File: src/sv/mmq_pkg.sv
// Shared definitions for the monotonic minimum queue.
// Holds field widths, output packing offsets, request kinds, status codes and the FSM type.
// No dependencies.
`timescale 1ns / 1ps

package mmq_pkg;

  // Field widths of the request and result items.
  localparam int VALUE_W       = 32;
  localparam int STORE_COUNT_W = 7;
  localparam int MIN_POS_W     = 6;
  localparam int QUEUE_COUNT_W = 7;
  localparam int STATUS_W      = 2;

  // Result tdata layout, lowest bit first.
  localparam int OUT_SC_LSB  = 0;
  localparam int OUT_POS_LSB = OUT_SC_LSB + STORE_COUNT_W;
  localparam int OUT_MIN_LSB = OUT_POS_LSB + MIN_POS_W;
  localparam int OUT_QC_LSB  = OUT_MIN_LSB + VALUE_W;
  localparam int OUT_ST_LSB  = OUT_QC_LSB + QUEUE_COUNT_W;
  localparam int OUT_USED_W  = OUT_ST_LSB + STATUS_W;
  localparam int OUT_DATA_W  = ((OUT_USED_W + 7) / 8) * 8;

  // Request kinds carried on in_tuser.
  localparam logic KIND_ENQ = 1'b0;
  localparam logic KIND_DEQ = 1'b1;

  // Result status codes.
  localparam logic [STATUS_W-1:0] ST_OK        = 2'd0;
  localparam logic [STATUS_W-1:0] ST_DEQ_EMPTY = 2'd1;
  localparam logic [STATUS_W-1:0] ST_ENQ_FULL  = 2'd2;

  // Control sequencer states, one-hot.
  typedef enum logic [3:0] {
    S_IDLE    = 4'b0001,
    S_ENQ_CMP = 4'b0010,
    S_DEQ_LD  = 4'b0100,
    S_FIN     = 4'b1000
  } state_t;

endpackage

File: src/sv/mmq_ram.sv
// Generic simple dual-port RAM: one write port, one read port, registered read.
// Used for the deque storage of the monotonic minimum queue.
// No dependencies.
`timescale 1ns / 1ps

module mmq_ram #(
  parameter int WIDTH = 32,
  parameter int DEPTH = 64,
  localparam int AW = (DEPTH > 1) ? $clog2(DEPTH) : 1
) (
  input  logic             clk,
  input  logic             we,
  input  logic [AW-1:0]    waddr,
  input  logic [WIDTH-1:0] wdata,
  input  logic [AW-1:0]    raddr,
  output logic [WIDTH-1:0] rdata
);

  logic [WIDTH-1:0] mem [DEPTH];

  // Write port.
  always_ff @(posedge clk) begin
    if (we) begin
      mem[waddr] <= wdata;
    end
  end

  // Registered read port.
  always_ff @(posedge clk) begin
    rdata <= mem[raddr];
  end

endmodule

File: src/sv/monotonic_min_queue.sv
// Top level of the monotonic minimum queue: control sequencer and result register.
// Depends on mmq_pkg and mmq_ram.
`timescale 1ns / 1ps

// A FIFO of up to DEPTH 32-bit values that reports its running minimum.
// Requests arrive on the in_ channel: in_tuser selects enqueue (0) or
// dequeue (1), in_tdata carries the value to enqueue. Every request gives
// exactly one result on the out_ channel with the deque size, the position
// of the minimum from the queue front, the minimum, the queue size and a
// status (dequeue from empty and enqueue when full change nothing).
// The minimum lives in a monotonic deque of (value, sequence) pairs held in
// one RAM with a registered read; the deque front is cached in registers.
// Rejected requests, enqueues into an empty deque and dequeues that keep
// the front go from acceptance straight to the finish state. Any other
// enqueue removes each larger entry from the deque back (each removal costs
// one RAM read and compare), then appends, or takes the freed slot as the
// front when it removes every entry; a dequeue that drops the front reads
// the next front from RAM if one is left. Items are processed one at a
// time; the next request is taken while an earlier result still waits in
// the output register. When the receiver stalls, the finished result of the
// following request waits until the output register frees. After reset the
// queue and the deque are empty and a request is taken in the first cycle.

module monotonic_min_queue #(
  parameter int DEPTH = 64
) (
  input  logic        clk,
  input  logic        rst_n,
  // Request channel.
  input  logic        in_tvalid,
  output logic        in_tready,
  input  logic [31:0] in_tdata,   // [31:0] value
  input  logic        in_tuser,   // [0] kind
  // Result channel.
  output logic        out_tvalid,
  input  logic        out_tready,
  // [6:0] store_count, [12:7] min_position, [44:13] min_value,
  // [51:45] queue_count, [53:52] status, [55:54] zero
  output logic [mmq_pkg::OUT_DATA_W-1:0] out_tdata
);

  localparam int AW   = (DEPTH > 1) ? $clog2(DEPTH) : 1;
  localparam int SW   = $clog2(2 * DEPTH);
  localparam int CW   = $clog2(DEPTH + 1);
  localparam int VW   = mmq_pkg::VALUE_W;
  localparam int EW   = VW + SW;
  localparam int SCW  = mmq_pkg::STORE_COUNT_W;
  localparam int PW   = mmq_pkg::MIN_POS_W;
  localparam int QCW  = mmq_pkg::QUEUE_COUNT_W;
  localparam int STW  = mmq_pkg::STATUS_W;
  localparam int ODW  = mmq_pkg::OUT_DATA_W;
  localparam int PADW = ODW - mmq_pkg::OUT_USED_W;

  localparam logic [AW-1:0] LAST_SLOT = AW'(DEPTH - 1);
  localparam logic [SW-1:0] LAST_SEQ  = SW'(2 * DEPTH - 1);
  localparam logic [SW:0]   SEQ_MOD   = (SW + 1)'(2 * DEPTH);
  localparam logic [CW-1:0] FULL_CNT  = CW'(DEPTH);

  // Control state.
  mmq_pkg::state_t state_r, state_nxt;
  logic [AW-1:0]   head_r, head_nxt;
  logic [AW-1:0]   tail_r, tail_nxt;
  logic [CW-1:0]   mcnt_r, mcnt_nxt;
  logic [CW-1:0]   icnt_r, icnt_nxt;
  logic [SW-1:0]   fseq_r, fseq_nxt;
  logic            ovld_r, ovld_nxt;

  // Payload registers.
  logic [VW-1:0]   hval_r, hval_nxt;
  logic [SW-1:0]   hseq_r, hseq_nxt;
  logic [VW-1:0]   val_r, val_nxt;
  logic [STW-1:0]  st_r, st_nxt;
  logic [ODW-1:0]  odata_r, odata_nxt;

  // RAM port signals.
  logic            ram_we;
  logic [AW-1:0]   ram_waddr;
  logic [EW-1:0]   ram_wdata;
  logic [AW-1:0]   ram_raddr;
  logic [EW-1:0]   ram_rdata;
  logic [VW-1:0]   rd_val;
  logic [SW-1:0]   rd_seq;

  // Derived pointers and sequence numbers.
  logic [AW-1:0]   head_p1, tail_m1, tail_m2;
  logic [SW-1:0]   fseq_p1, new_seq;
  logic [SW:0]     seq_sum;
  logic [SW:0]     pos_diff;
  logic [SW-1:0]   pos_full;
  logic            accept, out_free, has_min;
  logic [PW-1:0]   res_pos;
  logic [VW-1:0]   res_min;

  assign accept   = in_tvalid && in_tready;
  assign in_tready = (state_r == mmq_pkg::S_IDLE);
  assign out_free = !ovld_r || out_tready;

  assign rd_val = ram_rdata[VW-1:0];
  assign rd_seq = ram_rdata[EW-1:VW];

  // Circular slot arithmetic for the deque storage.
  assign head_p1 = (head_r == LAST_SLOT) ? '0 : head_r + 1'b1;
  assign tail_m1 = (tail_r == '0) ? LAST_SLOT : tail_r - 1'b1;
  assign tail_m2 = (tail_m1 == '0) ? LAST_SLOT : tail_m1 - 1'b1;

  // Sequence numbers count modulo twice the depth.
  assign fseq_p1 = (fseq_r == LAST_SEQ) ? '0 : fseq_r + 1'b1;
  assign seq_sum = {1'b0, fseq_r} + (SW + 1)'(icnt_r);
  assign new_seq = (seq_sum >= SEQ_MOD) ? SW'(seq_sum - SEQ_MOD) : SW'(seq_sum);

  // Position of the minimum from the queue front.
  assign pos_diff = {1'b0, hseq_r} - {1'b0, fseq_r};
  assign pos_full = pos_diff[SW] ? SW'(pos_diff + SEQ_MOD) : SW'(pos_diff);
  assign has_min  = (mcnt_r != '0) && (icnt_r != '0);
  assign res_pos  = has_min ? PW'(pos_full) : '0;
  assign res_min  = has_min ? hval_r : '0;

  // Sequencer: reads, compares and writes back the deque storage.
  always_comb begin
    state_nxt = state_r;
    head_nxt  = head_r;
    tail_nxt  = tail_r;
    mcnt_nxt  = mcnt_r;
    icnt_nxt  = icnt_r;
    fseq_nxt  = fseq_r;
    hval_nxt  = hval_r;
    hseq_nxt  = hseq_r;
    val_nxt   = val_r;
    st_nxt    = st_r;
    ram_we    = 1'b0;
    ram_waddr = tail_r;
    ram_wdata = {new_seq, val_r};
    ram_raddr = tail_m1;

    unique case (state_r)
      mmq_pkg::S_IDLE: begin
        if (accept) begin
          val_nxt   = in_tdata;
          st_nxt    = mmq_pkg::ST_OK;
          state_nxt = mmq_pkg::S_FIN;
          if (in_tuser == mmq_pkg::KIND_ENQ) begin
            if (icnt_r == FULL_CNT) begin
              st_nxt = mmq_pkg::ST_ENQ_FULL;
            end else if (mcnt_r == '0) begin
              // Empty deque: the new value becomes the front at once.
              ram_we    = 1'b1;
              ram_wdata = {new_seq, in_tdata};
              tail_nxt  = (tail_r == LAST_SLOT) ? '0 : tail_r + 1'b1;
              mcnt_nxt  = mcnt_r + 1'b1;
              icnt_nxt  = icnt_r + 1'b1;
              hval_nxt  = in_tdata;
              hseq_nxt  = new_seq;
            end else begin
              // Read the back entry for the first compare.
              ram_raddr = tail_m1;
              state_nxt = mmq_pkg::S_ENQ_CMP;
            end
          end else begin
            if (icnt_r == '0) begin
              st_nxt = mmq_pkg::ST_DEQ_EMPTY;
            end else begin
              fseq_nxt = fseq_p1;
              icnt_nxt = icnt_r - 1'b1;
              if ((mcnt_r != '0) && (hseq_r == fseq_r)) begin
                // The departing item is the deque front: drop it.
                head_nxt  = head_p1;
                mcnt_nxt  = mcnt_r - 1'b1;
                ram_raddr = head_p1;
                if (mcnt_r != CW'(1)) begin
                  state_nxt = mmq_pkg::S_DEQ_LD;
                end
              end
            end
          end
        end
      end

      mmq_pkg::S_ENQ_CMP: begin
        if (rd_val > val_r) begin
          // Back entry is larger: remove it.
          mcnt_nxt = mcnt_r - 1'b1;
          tail_nxt = tail_m1;
          if (mcnt_r == CW'(1)) begin
            // Deque drained: the new value takes the freed slot as the front.
            ram_we    = 1'b1;
            ram_waddr = tail_m1;
            tail_nxt  = tail_r;
            mcnt_nxt  = CW'(1);
            icnt_nxt  = icnt_r + 1'b1;
            hval_nxt  = val_r;
            hseq_nxt  = new_seq;
            state_nxt = mmq_pkg::S_FIN;
          end else begin
            ram_raddr = tail_m2;
          end
        end else begin
          // Append after the surviving back entry.
          ram_we    = 1'b1;
          ram_waddr = tail_r;
          tail_nxt  = (tail_r == LAST_SLOT) ? '0 : tail_r + 1'b1;
          mcnt_nxt  = mcnt_r + 1'b1;
          icnt_nxt  = icnt_r + 1'b1;
          state_nxt = mmq_pkg::S_FIN;
        end
      end

      mmq_pkg::S_DEQ_LD: begin
        // Load the new deque front into the cache.
        hval_nxt  = rd_val;
        hseq_nxt  = rd_seq;
        state_nxt = mmq_pkg::S_FIN;
      end

      mmq_pkg::S_FIN: begin
        if (out_free) begin
          state_nxt = mmq_pkg::S_IDLE;
        end
      end

      default: begin
        state_nxt = mmq_pkg::S_IDLE;
      end
    endcase
  end

  // Result register.
  always_comb begin
    ovld_nxt  = ovld_r && !out_tready;
    odata_nxt = odata_r;
    if ((state_r == mmq_pkg::S_FIN) && out_free) begin
      ovld_nxt  = 1'b1;
      odata_nxt = {PADW'(0), st_r, QCW'(icnt_r), res_min, res_pos, SCW'(mcnt_r)};
    end
  end

  // Control registers.
  always_ff @(posedge clk) begin
    if (!rst_n) begin
      state_r <= mmq_pkg::S_IDLE;
      head_r  <= '0;
      tail_r  <= '0;
      mcnt_r  <= '0;
      icnt_r  <= '0;
      fseq_r  <= '0;
      ovld_r  <= 1'b0;
    end else begin
      state_r <= state_nxt;
      head_r  <= head_nxt;
      tail_r  <= tail_nxt;
      mcnt_r  <= mcnt_nxt;
      icnt_r  <= icnt_nxt;
      fseq_r  <= fseq_nxt;
      ovld_r  <= ovld_nxt;
    end
  end

  // Payload registers.
  always_ff @(posedge clk) begin
    hval_r  <= hval_nxt;
    hseq_r  <= hseq_nxt;
    val_r   <= val_nxt;
    st_r    <= st_nxt;
    odata_r <= odata_nxt;
  end

  assign out_tvalid = ovld_r;
  assign out_tdata  = odata_r;

  // Deque storage: {sequence, value} per slot.
  mmq_ram #(
    .WIDTH (EW),
    .DEPTH (DEPTH)
  ) u_ram (
    .clk   (clk),
    .we    (ram_we),
    .waddr (ram_waddr),
    .wdata (ram_wdata),
    .raddr (ram_raddr),
    .rdata (ram_rdata)
  );

endmodule

File: config.mk
export PLATFORM = sky130hd
export DESIGN_NAME = monotonic_min_queue
export DESIGN_NICKNAME = d
export VERILOG_FILES = /design/src/sv/mmq_pkg.sv /design/src/sv/mmq_ram.sv /design/src/sv/monotonic_min_queue.sv
export SDC_FILE = /design/constraint.sdc
export NUM_CORES = 2
export LEC_CHECK = 0
export ABC_AREA = 1
export BUFFER_PORTS_ARGS = -buffer_cell sky130_fd_sc_hd__buf_2
export CAP_MARGIN = 25
export CORE_AREA = 5 5 493 495
export CTS_BUF_LIST = sky130_fd_sc_hd__clkbuf_16
export DETAILED_ROUTE_END_ITERATION = 8
export DIE_AREA = 0 0 498 500
export PLACE_DENSITY = 0.71
export SLEW_MARGIN = 20
export SYNTH_ARGS = -nofsm -noshare
export SYNTH_HDL_FRONTEND = slang
export SYNTH_SLANG_ARGS = --single-unit
File: constraint.sdc
create_clock -name clk -period 17.8 [get_ports clk]
set_input_delay 0 -clock clk [delete_from_list [all_inputs] [get_ports clk]]
set_output_delay 0 -clock clk [all_outputs]
set_load 0.05 [all_outputs]
Word-level counts from Yosys, hierarchy flattened
Memories as Yosys holds them, arrays and structs flattened. A register that Yosys moved wholly into a read port is not among the register bits. Cells that the tools add are included.

Bits in registers: 165. Memory bits (read-only): 0. Bits in writable memories: 2496. Memories: 1. Bits of input ports: 37. Bits in latches: 0. Output and inout bits: 58.

Memory list: u_ram.mem (words 64, bits a word 39, read ports 1, clocked after Yosys merged registers in 1, write ports 1, RTL line mmq_ram.sv:19) `logic [WIDTH-1:0] mem [DEPTH];`.

Reduce and logical (&&, ||, !) cells: 24. Equal/unequal tests: 24. Shift-type cells: 0. Div/mod/pow operators: 0. Add/subtract/negate cells: 13. Multipliers: 0. Bitwise gates (word level): 1. $lt $le $gt $ge: 2. Multiplexer cells: 84.

Operators by type and width (number): $mux W32 (11); $mux W7 (23); $mux W6 (20); $pmux W32 S3 (1); $mux W4 (10); $gt A32 B32 Y1 (1); $pmux W7 S2 (2); $pmux W6 S2 (2); $add A7 B1 Y7 const B (3); $pmux W7 S3 (1); $sub A7 B1 Y7 const B (3); $add A6 B1 Y6 const B (3); $reduce_and A6 Y1 (3); $pmux W4 S4 (1); $eq A7 B7 Y1 const B (2); $logic_not A7 Y1 (2); $reduce_bool A7 Y1 (2); $eq A6 B6 Y1 const B (2); $logic_not A6 Y1 (2); $ne A3 B3 Y1 const B (4); $sub A6 B1 Y6 const B (2); $mux W1 (10); $ne A2 B2 Y1 const B (5); $add A7 B7 Y8 (1); 25 further kinds (32).

Logic depth before layout (Yosys ltp)
Depth in word-level cells: 8. Gate-level depth with buffers: 29. Mapped depth without buffers: 26.

Modules after synthesis
From an unflattened synthesis, not the netlist that was laid out.

Cells, all modules: 9381. Area total of the unflattened synthesis: 110638.6 um^2.

By module, submodules not included: mmq_ram (cells an instance 8251, area an instance 101114.5 um^2, sequential area each 75732.6 um^2, times used 1); monotonic_min_queue (cells an instance 1130, area an instance 9524.1 um^2, sequential area each 4574.4 um^2, times used 1).

Worst setup path after synthesis
Ideal clock, no wire load.

Kind: register to register. Start: register val_r[31]. End: register hseq_r[0], enable pin. Clock period less this slack: 5.737 ns. Path buffers: 0. Setup slack: 12.063 ns. Cell stages (with the launch flop): 12. Arrival: 5.204 ns. Required time: 17.268 ns. Cell sequence: edfxtp_1 -> inv_1 -> ha_1 -> nand2_1 -> nor3_2 -> and3_1 -> nand2_1 -> nand2_1 -> nand2_2 -> inv_2 -> a21oi_1 -> nor4_1.

Longest elaborated chain between the ends: 3.

Ends and longest elaborated chain: start: declaration (RTL line monotonic_min_queue.sv:71) `logic [VW-1:0] val_r, val_nxt;`; start signal: assignment (RTL line monotonic_min_queue.sv:261) `val_r <= val_nxt;`; $gt A32 B32 Y1 (RTL line monotonic_min_queue.sv:179) `if (rd_val > val_r) begin`; $ne A2 B2 Y1 (no line); $reduce_and A7 Y1 (no line); end signal: assignment (RTL line monotonic_min_queue.sv:260) `hseq_r <= hseq_nxt;`; end: declaration (RTL line monotonic_min_queue.sv:70) `logic [SW-1:0] hseq_r, hseq_nxt;`.

Every way passes these cells. A chain may end at the register's enable or synchronous reset.

Worst setup path in the final report
Start: register icnt_r[0]. End: register u_ram.rdata[19] (read register of u_ram.mem).

Longest elaborated chain between the ends: 5.

Ends and longest elaborated chain: start: declaration (RTL line monotonic_min_queue.sv:64) `logic [CW-1:0] icnt_r, icnt_nxt;`; start signal: assignment (RTL line monotonic_min_queue.sv:251) `icnt_r <= icnt_nxt;`; $logic_not A7 Y1 (RTL line monotonic_min_queue.sv:159) `if (icnt_r == '0) begin`; $mux W6 (RTL line monotonic_min_queue.sv:159); $mux W6 (RTL line monotonic_min_queue.sv:141) `if (in_tuser == mmq_pkg::KIND_ENQ) begin`; $mux W6 (RTL line monotonic_min_queue.sv:137) `if (accept) begin`; $pmux W6 S2 (RTL line monotonic_min_queue.sv:135) `unique case (state_r)`; end: declaration (RTL line mmq_ram.sv:16) `output logic [WIDTH-1:0] rdata`.

Every way passes these cells.

==> out/results.ini <==
[run_status]
status=complete, no violations

[die]
rows=179
io-pin-count=95
core-area_um2=237000
die_h_um=500
die_area_um2=249000
die_w_um=498
initial_core_util_pct=49.8

[setup_path]
cp_max_fo=140
crit_type=flip-flop to flip-flop
crit_path_start_kind=flip-flop
worst_setup_path_end_kind=flip-flop
rrSetupSlack_ns=9.89
crit_arrival_ns=8.75
reg2regPathDepth=24
cp_data_required_time_ns=18.64

[sta]
setup_viol=0
finalMaxSlewViolations=0
clock-skew-final_ns=0.0531
hold_viol_final=0
finalSetupTns_ns=0
fmax_mhz=126
rsz0062_at_grt=no
tightest_slew_ns=1.33
period_minus_slack_ns=7.91
final.period_utilization_pct=44.5
slew_headroom_pct=11.2

[clocking]
cts_tree=yes
post_cts_buffers=0
root_buffer=clkbuf_16
htree_levels=5
clock-sinks=2700
clk_latency_ns=0.95
numCtsBuffers=285
cts_buffer_depth=4
clk_pin_slew_ns=0.07

[place]
dpl_cell_area_um2=122000
routabilityCongestion=0.921
placedCellCount=13600
hpwl_um=167000
io_buffer_count=92

[layout]
nets=10900
fin_area_um2=131000
areaGrowthSynthToFinish_pct=11.1
fillers=19300
layoutNonFillerInstCount=14200
layout-drive-gt1-share_pct=7.18

[detailed_routing]
via_count=83300
wl_per_cell_um=23.8
drt_iter0_markers=11900
drc_errors=0
vias_per_cell=5.88
firstDrtPassIters=6
detail_route.wirelength_um=337000
ant_nets=0

[min_path]
min_path_type=input port to flip-flop
hold_depth=4

[logic_synthesis]
syn_area_per_cell_um2=10.9
synth-edff-count=2623
synth_top_area_share_pct=66.6
netlist_instances=10900
synthArstFlopShare_pct=0
yosys_warnings=0
synth_seq_area_share_pct=67.9
synth_seq_cells=2700
yosys_most_used_dff=edfxtp_1
yosysUniqueCellTypes=48
yosys.area.top_type=edfxtp_1
synthTopCellsByArea=edfxtp_1 (67%), nand3_1 (12%), nand2_1 (7.8%)
syn_area_um2=118000

[global_route]
first_global_vias=80000
antenna_found_initial=10
grtUsageTotal_pct=26.4
overflow=0
grt_max_degree=215
grt_pass1_wl_um=503000

[job]
maxCapViolCount=0

-- path summary, 6_finish.rpt --
| check | from | endpoint |
|---|---|---|
| worst max-delay path | icnt_r[0] | u_ram.rdata[19] |
| worst min-delay path | in_tdata[1] | hval_r[1] |
| worst max register to register | icnt_r[0] | u_ram.rdata[19] |
| worst min register to register | st_r[1] | out_tdata[53] |
-- area by class of cell --
cell class | instances | area (um2) | area share (%)
antenna | 4 | 10.0 | 0.00762
clock buffer | 293 | 7330 | 5.58
clock inverter | 193 | 1170 | 0.890
inverter | 1229 | 4630 | 3.53
multi-input combinational | 6235 | 31000 | 23.6
sequential | 2700 | 80300 | 61.1
tap | 3167 | 3960 | 3.02
timing repair buffer | 352 | 2950 | 2.25
-- state kept, by name (all words and copies together) (netlist names), 7 cells and up --
name,cells
u_ram.mem,2496
icnt_r,7
val_r,32
u_ram.rdata,39
out_tdata,54
hval_r,32
hseq_r,7
mcnt_r,7
fseq_r,7
-- logic make-up after synthesis --
logic type / share of synthesized area [%]
flops: 67.9
other cells: 0.00317
buf+inv: 6.75
simple gates: 23.5
fa+ha+maj: 0.616
compound gates: 1.08
xor+xnor: 0.207
-- stage by stage --
stage / setup WS, ns / util [%] / hold WS, ns
2_1_floorplan: 12.06 / - / 0.0989
3_3_place_gp: 10.29 / 51.3 / 0.211
3_5_place_dp: 10.20 / 51.4 / 0.217
4_1_cts: 10.12 / 55.2 / 0.00934
5_1_grt: 9.47 / 55.4 / 0.0355
6_report: 9.89 / 55.4 / 0.0384
-- metal layers --
layer / up-vias / GRT usage, % / part of all wire (%)
met5: - / 0 / 0.010
met4: 4 / 10.7 / 4.1
met3: 863 / 6.20 / 12
met2: 5207 / 42.0 / 46
met1: 40100 / 35.2 / 38
li1: 37200 / - / -
-- worst max-delay path: stages (launching register included) --
cell	delay, ns
dfxtp_1	0.43
inv_1	0.12
ha_1	0.22
nand3_1	0.11
nor2_1	0.08
nand2_2	0.11
nand2_2	0.45
nor2_4	0.31
nand2_2	0.20
nand2_1	0.10
nand2_1	0.06
a21oi_1	0.35
nand2_8	0.42
nand2_8	0.91
buf_4	0.86
buf_4	0.86
buf_4	0.79
nand2_1	0.11
nand2_1	0.09
nand2_1	0.05
nand3_1	0.11
nand3_1	0.10
nand3_1	0.12
nand3_1	0.31
nand2_1	0.20
-- cell usage in the layout, fill, tap and decap left out, types with 6 or more instances in the layout --
cell type,count
nand3_1,2728
inv_1,1273
dfxtp_1,77
nor3_2,7
nand4_1,6
clkinv_1,66
a21oi_1,53
buf_2,92
nand3b_1,508
nor2_1,112
buf_16,10
o21ai_4,34
dlygate4sd3_1,71
clkbuf_16,293
nor3_1,17
buf_12,13
bufinv_16,13
inv_2,14
o211ai_1,38
nand2_1,2463
xnor2_1,8
clkinv_2,41
ha_1,54
edfxtp_1,2623
buf_4,166
nor2_4,63
xor2_1,15
o21ai_1,6
o21ai_0,56
-- cell usage after synthesis (all sizes together), types with 2 or more instances --
cell type and count:
dfxtp 77, clkbuf 237, a22oi 2, nor4 6
nand3 2728, o21a 4, nand2 2471, nor2 180
xnor2 9, nand4 9, o21ai 96, nor3b 2
a221o 2, a21oi 57, o211ai 38, nor3 24
inv 1228, o221ai 4, buf 480, ha 55
nand3b 508, fa 2, a211oi 5, a31oi 4
edfxtp 2623, xor2 19, a21o 2
-- what timing repair did --
item,in CTS,in global routing
hold endpoints to repair,2129,0
gates resized for setup,0,0
setup endpoints to repair,0,0
hold buffers,71,0
Power is left out: the tool's default activity adds up to more than one toggle a clock period on the data nets, which glitch-free logic cannot reach.
